[src/hdl/sshp_pkg.sv]
// Package for the SOCKS5 server handshake parser: command, route and reply codes,
// the request descriptor passed from the front end to the back end, and its expansion.
// No dependencies.
`default_nettype none

package sshp_pkg;

	localparam logic [7:0] SOCKS_VER = 8'd5;

	localparam logic [1:0] CMD_CLIENT   = 2'd0;
	localparam logic [1:0] CMD_UPSTREAM = 2'd1;
	localparam logic [1:0] CMD_CLOSE    = 2'd2;
	localparam logic [1:0] CMD_NONE     = 2'd3;

	localparam logic [1:0] ROUTE_CLIENT   = 2'd0;
	localparam logic [1:0] ROUTE_TARGET   = 2'd1;
	localparam logic [1:0] ROUTE_UPSTREAM = 2'd2;
	localparam logic [1:0] ROUTE_CLOSE    = 2'd3;

	localparam logic [1:0] KIND_SINGLE = 2'd0;
	localparam logic [1:0] KIND_GREET  = 2'd1;
	localparam logic [1:0] KIND_TYPE   = 2'd2;
	localparam logic [1:0] KIND_ECHO   = 2'd3;

	localparam logic [7:0] REP_OK       = 8'd0;
	localparam logic [7:0] REP_BAD_CMD  = 8'd7;
	localparam logic [7:0] REP_BAD_ATYP = 8'd8;

	localparam logic [7:0] METHOD_NOAUTH = 8'h00;
	localparam logic [7:0] METHOD_NONE   = 8'hFF;
	localparam logic [7:0] CMD_CONNECT   = 8'd1;

	localparam logic [7:0] ATYP_IPV4   = 8'd1;
	localparam logic [7:0] ATYP_DOMAIN = 8'd3;
	localparam logic [7:0] ATYP_IPV6   = 8'd4;

	localparam logic [8:0] ECHO_IPV4       = 9'd6;
	localparam logic [8:0] ECHO_IPV6       = 9'd18;
	localparam logic [8:0] ECHO_DOMAIN_LEN = 9'd1;
	localparam logic [8:0] ECHO_DOMAIN_ADD = 9'd3;

	typedef struct packed {
		logic [1:0] kind;
		logic [1:0] route;
		logic [7:0] data;
		logic [7:0] aux;
		logic       last;
		logic       good;
		logic       close_after;
	} desc_t;

	typedef struct packed {
		logic [1:0] route;
		logic [7:0] data;
		logic       last;
	} item_t;

	function automatic logic [2:0] desc_items(desc_t d);
		logic [2:0] n;
		unique case (d.kind)
			KIND_SINGLE: n = 3'd1;
			KIND_GREET:  n = 3'd2;
			KIND_TYPE:   n = 3'd4 + {2'b00, d.good};
			default:     n = 3'd1 + {2'b00, d.good} + {2'b00, d.close_after};
		endcase
		return n;
	endfunction

	function automatic item_t desc_item(desc_t d, logic [2:0] idx);
		item_t it;
		unique case (d.kind)
			KIND_SINGLE: it = '{route: d.route, data: d.data, last: d.last};
			KIND_GREET: begin
				if (idx == 3'd0)
					it = '{route: ROUTE_CLIENT, data: SOCKS_VER, last: 1'b0};
				else
					it = '{route: ROUTE_CLIENT, data: d.data, last: 1'b1};
			end
			KIND_TYPE: begin
				unique case (idx)
					3'd0: it = '{route: ROUTE_CLIENT, data: SOCKS_VER, last: 1'b0};
					3'd1: it = '{route: ROUTE_CLIENT, data: d.aux, last: 1'b0};
					3'd2: it = '{route: ROUTE_CLIENT, data: 8'd0, last: 1'b0};
					3'd3: it = '{route: ROUTE_CLIENT, data: d.data, last: 1'b0};
					default: it = '{route: ROUTE_TARGET, data: d.data, last: 1'b0};
				endcase
			end
			default: begin
				if (idx == 3'd0)
					it = '{route: ROUTE_CLIENT, data: d.data, last: d.last};
				else if (idx == 3'd1 && d.good)
					it = '{route: ROUTE_TARGET, data: d.data, last: d.last};
				else
					it = '{route: ROUTE_CLOSE, data: 8'd0, last: 1'b0};
			end
		endcase
		return it;
	endfunction

endpackage

`default_nettype wire

[src/hdl/sshp_in_if.sv]
// Input channel of the SOCKS5 server handshake parser: one byte or event per transfer.
// No dependencies.
`default_nettype none

interface sshp_in_if;
	logic       valid;
	logic       ready;
	logic [1:0] command;
	logic [7:0] data_byte;

	modport source (output valid, command, data_byte, input ready);
	modport sink (input valid, command, data_byte, output ready);
endinterface

`default_nettype wire

[src/hdl/sshp_out_if.sv]
// Output channel of the SOCKS5 server handshake parser: one routed byte per transfer.
// No dependencies.
`default_nettype none

interface sshp_out_if;
	logic       valid;
	logic       ready;
	logic [1:0] route;
	logic [7:0] out_byte;
	logic       run_last;

	modport source (output valid, route, out_byte, run_last, input ready);
	modport sink (input valid, route, out_byte, run_last, output ready);
endinterface

`default_nettype wire

[src/hdl/sshp_front.sv]
// Front end: accepts input items, tracks the session phase and turns each item
// into at most one request descriptor. Depends on sshp_pkg and sshp_in_if.
`default_nettype none

module sshp_front (
	input  wire logic            clk,
	input  wire logic            arst_n,
	sshp_in_if.sink              inbound,
	input  wire logic            full,
	output logic                 push,
	output sshp_pkg::desc_t      push_desc
);
	import sshp_pkg::*;

	localparam logic [2:0] PH_VER     = 3'd0;
	localparam logic [2:0] PH_NMETH   = 3'd1;
	localparam logic [2:0] PH_METHODS = 3'd2;
	localparam logic [2:0] PH_REQUEST = 3'd3;
	localparam logic [2:0] PH_ECHO    = 3'd4;
	localparam logic [2:0] PH_RELAY   = 3'd5;
	localparam logic [2:0] PH_CLOSED  = 3'd6;

	logic [2:0] phase_q, phase_d;
	logic [7:0] methods_left_q, methods_left_d;
	logic       noauth_q, noauth_d;
	logic [1:0] req_pos_q, req_pos_d;
	logic       ver_ok_q, ver_ok_d;
	logic       cmd_ok_q, cmd_ok_d;
	logic       good_q, good_d;
	logic [8:0] echo_left_q, echo_left_d;
	logic       dom_pend_q, dom_pend_d;

	logic       accept;
	logic [1:0] cmd;
	logic [7:0] b;
	logic [8:0] el;
	logic [8:0] el_next;
	logic [7:0] ml_next;
	logic       ns_next;
	logic [7:0] code;

	assign inbound.ready = !full;
	assign accept = inbound.valid && inbound.ready;
	assign cmd = inbound.command;
	assign b = inbound.data_byte;

	always_comb begin
		phase_d = phase_q;
		methods_left_d = methods_left_q;
		noauth_d = noauth_q;
		req_pos_d = req_pos_q;
		ver_ok_d = ver_ok_q;
		cmd_ok_d = cmd_ok_q;
		good_d = good_q;
		echo_left_d = echo_left_q;
		dom_pend_d = dom_pend_q;
		push = 1'b0;
		push_desc = '0;
		el = dom_pend_q ? ({1'b0, b} + ECHO_DOMAIN_ADD) : echo_left_q;
		el_next = (el != 9'd0) ? (el - 9'd1) : 9'd0;
		ml_next = (methods_left_q != 8'd0) ? (methods_left_q - 8'd1) : 8'd0;
		ns_next = noauth_q || (b == METHOD_NOAUTH);
		code = REP_OK;

		if (accept && phase_q != PH_CLOSED && cmd != CMD_NONE) begin
			priority if (cmd == CMD_CLOSE) begin
				push = 1'b1;
				push_desc.kind = KIND_SINGLE;
				push_desc.route = ROUTE_CLOSE;
				phase_d = PH_CLOSED;
			end else if (cmd == CMD_UPSTREAM) begin
				if (phase_q == PH_RELAY) begin
					push = 1'b1;
					push_desc.kind = KIND_SINGLE;
					push_desc.route = ROUTE_CLIENT;
					push_desc.data = b;
				end
			end else begin
				unique case (phase_q)
					PH_VER: begin
						if (b != SOCKS_VER) begin
							push = 1'b1;
							push_desc.kind = KIND_SINGLE;
							push_desc.route = ROUTE_CLOSE;
							phase_d = PH_CLOSED;
						end else begin
							phase_d = PH_NMETH;
						end
					end
					PH_NMETH: begin
						methods_left_d = b;
						noauth_d = 1'b0;
						if (b == 8'd0) begin
							push = 1'b1;
							push_desc.kind = KIND_GREET;
							push_desc.data = METHOD_NONE;
							phase_d = PH_REQUEST;
							req_pos_d = 2'd0;
						end else begin
							phase_d = PH_METHODS;
						end
					end
					PH_METHODS: begin
						noauth_d = ns_next;
						methods_left_d = ml_next;
						if (ml_next == 8'd0) begin
							push = 1'b1;
							push_desc.kind = KIND_GREET;
							push_desc.data = ns_next ? METHOD_NOAUTH : METHOD_NONE;
							phase_d = PH_REQUEST;
							req_pos_d = 2'd0;
						end
					end
					PH_REQUEST: begin
						unique case (req_pos_q)
							2'd0: begin
								ver_ok_d = (b == SOCKS_VER);
								req_pos_d = 2'd1;
							end
							2'd1: begin
								cmd_ok_d = (b == CMD_CONNECT);
								req_pos_d = 2'd2;
							end
							2'd2: req_pos_d = 2'd3;
							default: begin
								req_pos_d = 2'd0;
								dom_pend_d = 1'b0;
								echo_left_d = ECHO_IPV4;
								priority if (!ver_ok_q || !cmd_ok_q) begin
									code = REP_BAD_CMD;
								end else if (b == ATYP_IPV4) begin
									echo_left_d = ECHO_IPV4;
								end else if (b == ATYP_IPV6) begin
									echo_left_d = ECHO_IPV6;
								end else if (b == ATYP_DOMAIN) begin
									dom_pend_d = 1'b1;
									echo_left_d = ECHO_DOMAIN_LEN;
								end else begin
									code = REP_BAD_ATYP;
								end
								good_d = (code == REP_OK);
								push = 1'b1;
								push_desc.kind = KIND_TYPE;
								push_desc.data = b;
								push_desc.aux = code;
								push_desc.good = (code == REP_OK);
								phase_d = PH_ECHO;
							end
						endcase
					end
					PH_ECHO: begin
						dom_pend_d = 1'b0;
						echo_left_d = el_next;
						push = 1'b1;
						push_desc.kind = KIND_ECHO;
						push_desc.data = b;
						push_desc.last = (el == 9'd1);
						push_desc.good = good_q;
						if (el_next == 9'd0) begin
							push_desc.close_after = !good_q;
							phase_d = good_q ? PH_RELAY : PH_CLOSED;
						end
					end
					PH_RELAY: begin
						push = 1'b1;
						push_desc.kind = KIND_SINGLE;
						push_desc.route = ROUTE_UPSTREAM;
						push_desc.data = b;
					end
					default: phase_d = PH_CLOSED;
				endcase
			end
		end
	end

	always_ff @(posedge clk or negedge arst_n) begin
		if (!arst_n) begin
			phase_q <= PH_VER;
			methods_left_q <= 8'd0;
			noauth_q <= 1'b0;
			req_pos_q <= 2'd0;
			ver_ok_q <= 1'b0;
			cmd_ok_q <= 1'b0;
			good_q <= 1'b0;
			echo_left_q <= 9'd0;
			dom_pend_q <= 1'b0;
		end else begin
			phase_q <= phase_d;
			methods_left_q <= methods_left_d;
			noauth_q <= noauth_d;
			req_pos_q <= req_pos_d;
			ver_ok_q <= ver_ok_d;
			cmd_ok_q <= cmd_ok_d;
			good_q <= good_d;
			echo_left_q <= echo_left_d;
			dom_pend_q <= dom_pend_d;
		end
	end

endmodule

`default_nettype wire

[src/hdl/sshp_queue.sv]
// Small first-in first-out queue of request descriptors between front and back end.
// Generic in width and depth; no dependencies.
`default_nettype none

module sshp_queue #(
	parameter int WIDTH = 23,
	parameter int DEPTH = 2
) (
	input  wire logic             clk,
	input  wire logic             arst_n,
	input  wire logic             push,
	input  wire logic [WIDTH-1:0] wdata,
	output logic                  full,
	input  wire logic             pop,
	output logic      [WIDTH-1:0] rdata,
	output logic                  empty
);
	localparam int PW = (DEPTH > 1) ? $clog2(DEPTH) : 1;
	localparam int CW = $clog2(DEPTH + 1);
	localparam logic [PW-1:0] LAST_PTR = PW'(DEPTH - 1);
	localparam logic [CW-1:0] FULL_CNT = CW'(DEPTH);

	logic [WIDTH-1:0] mem_q [DEPTH];
	logic [PW-1:0]    wr_ptr_q;
	logic [PW-1:0]    rd_ptr_q;
	logic [CW-1:0]    count_q;

	assign full = (count_q == FULL_CNT);
	assign empty = (count_q == '0);
	assign rdata = mem_q[rd_ptr_q];

	always_ff @(posedge clk) begin
		if (push)
			mem_q[wr_ptr_q] <= wdata;
	end

	always_ff @(posedge clk or negedge arst_n) begin
		if (!arst_n) begin
			wr_ptr_q <= '0;
			rd_ptr_q <= '0;
			count_q <= '0;
		end else begin
			if (push)
				wr_ptr_q <= (wr_ptr_q == LAST_PTR) ? '0 : (wr_ptr_q + PW'(1));
			if (pop)
				rd_ptr_q <= (rd_ptr_q == LAST_PTR) ? '0 : (rd_ptr_q + PW'(1));
			if (push && !pop)
				count_q <= count_q + CW'(1);
			else if (pop && !push)
				count_q <= count_q - CW'(1);
		end
	end

endmodule

`default_nettype wire

[src/hdl/sshp_back.sv]
// Back end: expands each request descriptor into its result bytes, one per cycle while
// the output is not stalled, into the output register. Depends on sshp_pkg and sshp_out_if.
`default_nettype none

module sshp_back (
	input  wire logic             clk,
	input  wire logic             arst_n,
	input  wire sshp_pkg::desc_t  head,
	input  wire logic             head_valid,
	output logic                  pop,
	sshp_out_if.source            outbound
);
	import sshp_pkg::*;

	logic [2:0] idx_q;
	logic       out_valid_q;
	item_t      out_item_q;
	item_t      cur;
	logic [2:0] count;
	logic       load;
	logic       final_item;

	assign cur = desc_item(head, idx_q);
	assign count = desc_items(head);
	assign final_item = (idx_q == (count - 3'd1));
	assign load = head_valid && (!out_valid_q || outbound.ready);
	assign pop = load && final_item;

	assign outbound.valid = out_valid_q;
	assign outbound.route = out_item_q.route;
	assign outbound.out_byte = out_item_q.data;
	assign outbound.run_last = out_item_q.last;

	always_ff @(posedge clk) begin
		if (load)
			out_item_q <= cur;
	end

	always_ff @(posedge clk or negedge arst_n) begin
		if (!arst_n) begin
			idx_q <= 3'd0;
			out_valid_q <= 1'b0;
		end else begin
			if (load)
				idx_q <= final_item ? 3'd0 : (idx_q + 3'd1);
			if (load)
				out_valid_q <= 1'b1;
			else if (outbound.ready)
				out_valid_q <= 1'b0;
		end
	end

endmodule

`default_nettype wire

[src/hdl/socks5_server_handshake_parser.sv]
// Top level of the SOCKS5 server handshake parser: front end, descriptor queue, back end.
// Depends on sshp_pkg, sshp_in_if, sshp_out_if, sshp_front, sshp_queue and sshp_back.
//
//   Channel    Direction  Payload                          Handshake
//   inbound    in         command[1:0], data_byte[7:0]     valid/ready
//   outbound   out        route[1:0], out_byte[7:0], run_last  valid/ready
//
// A byte or event is classified in the cycle it is accepted; each request yields
// at most one descriptor, and the back end issues one result per cycle from it
// while outbound is ready. Relay bytes likewise pass at one per cycle; a greeting
// reply is two result bytes, a request type byte four or five, an echo byte up to two.
// Reset leaves the session awaiting the greeting version with an empty queue.
// Input stalls only when the QUEUE_DEPTH-entry queue is full.
`default_nettype none

module socks5_server_handshake_parser #(
	parameter int QUEUE_DEPTH = 2
) (
	input  wire logic  clk,
	input  wire logic  arst_n,
	sshp_in_if.sink    inbound,
	sshp_out_if.source outbound
);
	import sshp_pkg::*;

	logic  q_push;
	logic  q_pop;
	logic  q_full;
	logic  q_empty;
	desc_t push_desc;
	desc_t head_desc;

	sshp_front u_front (
		.clk       (clk),
		.arst_n    (arst_n),
		.inbound   (inbound),
		.full      (q_full),
		.push      (q_push),
		.push_desc (push_desc)
	);

	sshp_queue #(
		.WIDTH ($bits(desc_t)),
		.DEPTH (QUEUE_DEPTH)
	) u_queue (
		.clk    (clk),
		.arst_n (arst_n),
		.push   (q_push),
		.wdata  (push_desc),
		.full   (q_full),
		.pop    (q_pop),
		.rdata  (head_desc),
		.empty  (q_empty)
	);

	sshp_back u_back (
		.clk        (clk),
		.arst_n     (arst_n),
		.head       (head_desc),
		.head_valid (!q_empty),
		.pop        (q_pop),
		.outbound   (outbound)
	);

	a_no_push_when_full: assert property (@(posedge clk) disable iff (!arst_n)
		q_push |-> !q_full)
		else $error("descriptor pushed into a full queue");

	a_no_pop_when_empty: assert property (@(posedge clk) disable iff (!arst_n)
		q_pop |-> !q_empty)
		else $error("descriptor popped from an empty queue");

	a_close_is_bare: assert property (@(posedge clk) disable iff (!arst_n)
		(outbound.valid && outbound.route == ROUTE_CLOSE)
			|-> (outbound.out_byte == 8'd0 && !outbound.run_last))
		else $error("close result carries a byte or a run end");

endmodule

`default_nettype wire
[src/flat_wrapper.sv]
// flat-port wrapper written by rule: the top's interface ports become plain ports
module socks5_server_handshake_parser_flat import sshp_pkg::*;
#(
	parameter int QUEUE_DEPTH = 2
)
  (clk, arst_n, inbound_valid, inbound_command, inbound_data_byte, inbound_ready, outbound_valid, outbound_route, outbound_out_byte, outbound_run_last, outbound_ready);
  sshp_in_if inbound_i ();
  sshp_out_if outbound_i ();
  input  wire logic clk;
  input  wire logic arst_n;
  input wire logic [$bits(inbound_i.valid)-1:0] inbound_valid;
  input wire logic [$bits(inbound_i.command)-1:0] inbound_command;
  input wire logic [$bits(inbound_i.data_byte)-1:0] inbound_data_byte;
  output wire logic [$bits(inbound_i.ready)-1:0] inbound_ready;
  output wire logic [$bits(outbound_i.valid)-1:0] outbound_valid;
  output wire logic [$bits(outbound_i.route)-1:0] outbound_route;
  output wire logic [$bits(outbound_i.out_byte)-1:0] outbound_out_byte;
  output wire logic [$bits(outbound_i.run_last)-1:0] outbound_run_last;
  input wire logic [$bits(outbound_i.ready)-1:0] outbound_ready;
  assign inbound_i.valid = inbound_valid;
  assign inbound_i.command = inbound_command;
  assign inbound_i.data_byte = inbound_data_byte;
  assign inbound_ready = inbound_i.ready;
  assign outbound_valid = outbound_i.valid;
  assign outbound_route = outbound_i.route;
  assign outbound_out_byte = outbound_i.out_byte;
  assign outbound_run_last = outbound_i.run_last;
  assign outbound_i.ready = outbound_ready;
  socks5_server_handshake_parser #(.QUEUE_DEPTH(QUEUE_DEPTH)) u_core (.clk(clk), .arst_n(arst_n), .inbound(inbound_i), .outbound(outbound_i));
endmodule
[config.mk]
export PLATFORM = sky130hd
export DESIGN_NAME = socks5_server_handshake_parser_flat
export DESIGN_NICKNAME = d
export VERILOG_FILES = /design/src/hdl/sshp_pkg.sv /design/src/hdl/sshp_in_if.sv /design/src/hdl/sshp_out_if.sv /design/src/hdl/sshp_front.sv /design/src/hdl/sshp_queue.sv /design/src/hdl/sshp_back.sv /design/src/hdl/socks5_server_handshake_parser.sv /design/src/flat_wrapper.sv
export SDC_FILE = /design/constraint.sdc
export NUM_CORES = 1
export LEC_CHECK = 0
export ABC_AREA = 1
export BUFFER_PORTS_ARGS = -buffer_cell sky130_fd_sc_hd__buf_2
export CAP_MARGIN = 25
export CORE_AREA = 8 8 105 107
export DETAILED_ROUTE_END_ITERATION = 7
export DIE_AREA = 0 0 113 115
export PLACE_DENSITY = 0.75
export SYNTH_ARGS = -nofsm -noshare
export SYNTH_HDL_FRONTEND = slang
export SYNTH_SLANG_ARGS = --single-unit
[constraint.sdc]
create_clock -name clk -period 2.9 [get_ports clk]
set_input_delay 0.435 -clock clk [delete_from_list [all_inputs] [get_ports clk]]
set_output_delay 0.435 -clock clk [all_outputs]
set_load 0.01 [all_outputs]
==> out/results.ini <==
[floorplanning]
die_h_um=115
die_width_um=113
die_area_um2=13000
start_util_pct=53.8
core_um2=9460
row_count=36
io-pin-count=27

[synthesis]
ys.warnings.count=0
synth_edf_count=45
ys_ff_latch=80
yosys.cell_types.count=46
synthFlopType=edfxtp_1
synth-seq-area-share_pct=43.8
synth_cells=634
async_flop_share_pct=43.8
syn_area_um2=5090
synth_nets=672
syn_area_per_cell_um2=8.03

[timing]
skew_ps=13.7
timing.final.ws_setup_ps=29.1
fmax_ghz=0.348
tightest_slew_ps=841
grt_setup_unrepaired=yes
drv_slew=0
finalSetupViolCount=0
fin_crit_sh_pct=99.0
max-slew-margin-rel_pct=43.9
fin_crit_ps=2870
finalHoldViolations=0

[routing]
ant_nets=0
drt_iter0_drc=390
vias_per_cell=5.56
wl_per_cell_um=14.7
drc=0
vias=4511
first_pass_iters=5
finalWirelength_um=11900

[setup_path]
end_kind=flip-flop
cpPeakStageDelay_ps=400
required_ps=3150
crit_chain=buf_6, mux2i_1, ha_1, o21ai_2, o21ai_2, ha_1, xnor2_1, a21oi_1, o21a_1, nand3_2, ha_4, a21oi_2, o21ai_1, xor2_1
worstPathMaxFanout=5
worstPathArrival_ps=3120
critical-path-slowest-cell=dfrtp_1
r2r-start=u_core.u_queue.rd_ptr_q
r2r_cells=14
r2r_slack_ps=30
cp-start-kind=flip-flop
crit_type=flip-flop to flip-flop
r2r-end=u_core.u_queue.count_q[1]

[cells_and_area]
post-route-util_pct=61.5
fillerInstances=806
drive_gt1_share_pct=18.4
area_growth_pct=14.3
n_antenna_cell=0
fin_area_um2=5820
layout.cells.non_filler=811
fin_nets=730
final_common_cell=nand2_1
final_cell_mix=nand2_1, inv_1, nor2_1

[clocking]
h-tree-depth=3
cts_inserted_buffers=9
root_buffer=clkbuf_8
clock_path_buffers=2
path_clk_slew_ps=90
clk_latency_ps=360
cts_tree=built
cts.sinks=80
hold_buffers=0

[run]
max-cap-violations=0

[global_routing]
track_usage_pct=18.7
antenna_found_initial=0
grt_overflow=0
grt_pass1_wl_um=19600
grt_max_degree=36
grt_pass1_vias=4327

[pwr]
p_sw_mw=2.64
vdd_drop_max_uv=448
clkPwrFrac_pct=14.4
p_int_mw=3.24
leakage_nw=2.68
p_total_mw=5.88
power_frac_comb_pct=53.8
seq_power_share_pct=31.8
p_sw_share_pct=44.9
power_density_nw_per_um2=1010

[outcome]
run_status=finished, final reports clean

[place]
io_buffers=26
hpwl_um=8890
placed_cells=786
dpl-instance-area_um2=5480
post-place-ws_ps=-61.9
gp_congestion=0.951

[min_path]
hold_class=input pin to asynchronous set/reset pin

## stage by stage
| stage | TNS (ps) | hold slack (ps) |
|---|---|---|
| floorplan | 0 | 139 |
| global placement | 0 | 458 |
| global route | -1250 | 228 |
| CTS | 0 | 195 |
| detailed placement | -61.9 | 460 |
| finish | 0 | 161 |
## cells by family (layout without fill, tap and decap cells)
logic type,count (synthesis),count (layout),synth area share [%]
adder cells (fa/ha/maj),24,24,5.90
multiplexers,4,4,0.787
buffers and inverters,102,165,8.16
AND/OR/NAND/NOR,314,314,28.2
XOR/XNOR,10,10,1.72
AO/OA/AOI/OAI,100,100,11.5
flip-flops,80,80,43.8
## how the worst max path moves through the flow
stage	end	start	slack, ps	cells after the start
after floorplan	u_core.u_queue.count_q[1]	u_core.u_queue.rd_ptr_q	6	16
after global placement	u_core.u_queue.count_q[1]	u_core.u_queue.rd_ptr_q	60	15
after detailed placement	u_core.u_queue.count_q[1]	u_core.u_queue.rd_ptr_q	-60	15
after CTS	u_core.u_queue.count_q[1]	u_core.u_queue.rd_ptr_q	10	15
after global routing	u_core.u_queue.count_q[1]	u_core.u_front.methods_left_q[1]	-120	18
final	u_core.u_queue.count_q[1]	u_core.u_queue.rd_ptr_q	30	14
## final cells by class
class	count	area [µm²]	share of cell area, %
clock inverter	7	78.8	1.36
inverter	90	338	5.81
tap	114	143	2.45
sequential	80	2230	38.3
timing repair buffer	59	394	6.78
clock buffer	9	124	2.13
multi-input combinational	452	2510	43.2
## worst max-delay path: cells and delay by family, from the launching register on
kind	cells	cell delay (ps)
muxes	1	230
and+or+nand+nor	1	120
DFF	1	400
buffers and inverters	1	140
xor gates and xnor gates	2	300
AOI/OAI and AO/OA	6	730
adders and majority gates	3	840
## metal layers
layer,GRT usage [%],share of wire [%],vias up
li1,-,-,2229
met1,21.7,43,2117
met2,32.9,50,136
met3,4.25,5.0,29
met4,7.90,2.4,0
met5,0,0,-
## timing repair
action,in CTS,in global routing
endpoints found under the setup margin,1,31
setup buffers,1,8
endpoints found under the hold margin,0,0
resized for setup,9,11
pin swaps,2,9
## power groups by stage
| stage | Sequential, mW | Combinational [mW] | Clock (mW) |
|---|---|---|---|
| CTS | 1.86 | 2.95 | 0.860 |
| finish | 1.87 | 3.16 | 0.844 |
| detailed placement | 1.88 | 2.88 | 0 |
| global route | 1.91 | 3.54 | 0.913 |
| floorplan | 1.86 | 2.11 | 0 |
| global placement | 1.87 | 2.78 | 0 |
## cells in the mapped netlist, types with 2 or more instances
master | n | area share (%)
clkbuf_1 | 3 | 0.22
buf_4 | 4 | 0.59
nor3_2 | 3 | 0.59
nand3_1 | 51 | 5.0
edfxtp_1 | 45 | 27
nor2_2 | 7 | 0.86
xnor2_1 | 2 | 0.34
dfrtp_1 | 35 | 17
a31oi_1 | 2 | 0.25
nand2_2 | 8 | 0.98
nand2_1 | 148 | 11
nor2_4 | 2 | 0.44
nor4_1 | 2 | 0.25
nand4_1 | 9 | 1.1
nor2_1 | 58 | 4.3
nand2_4 | 2 | 0.44
o21bai_1 | 3 | 0.44
inv_1 | 84 | 6.2
o22ai_1 | 6 | 0.74
ha_1 | 24 | 5.9
mux2i_1 | 4 | 0.79
buf_6 | 2 | 0.44
nor3_1 | 12 | 1.2
o21ai_2 | 3 | 0.52
xor2_1 | 8 | 1.4
o32ai_1 | 2 | 0.34
o21ai_0 | 42 | 4.1
o2111ai_1 | 2 | 0.34
o211ai_1 | 7 | 1.0
inv_2 | 5 | 0.37
buf_2 | 2 | 0.20
nand3b_1 | 3 | 0.44
a21oi_2 | 2 | 0.34
o21ai_1 | 6 | 0.59
a21oi_1 | 20 | 2.0
nand3_2 | 3 | 0.59
or2_2 | 3 | 0.37
o41ai_1 | 2 | 0.34
## registers in the layout, indices dropped and copies added, names as in the netlist, 2 cells and up
name                             count
u_core.u_queue.mem_q                34
u_core.u_front.echo_left_q           9
u_core.u_back.outbound.out_byte      8
u_core.u_front.methods_left_q        8
u_core.u_back.idx_q                  3
u_core.u_front.phase_q               3
u_core.u_back.outbound.route         2
u_core.u_front.req_pos_q             2
u_core.u_queue.count_q               2
Power figures use the tool's default switching activity.
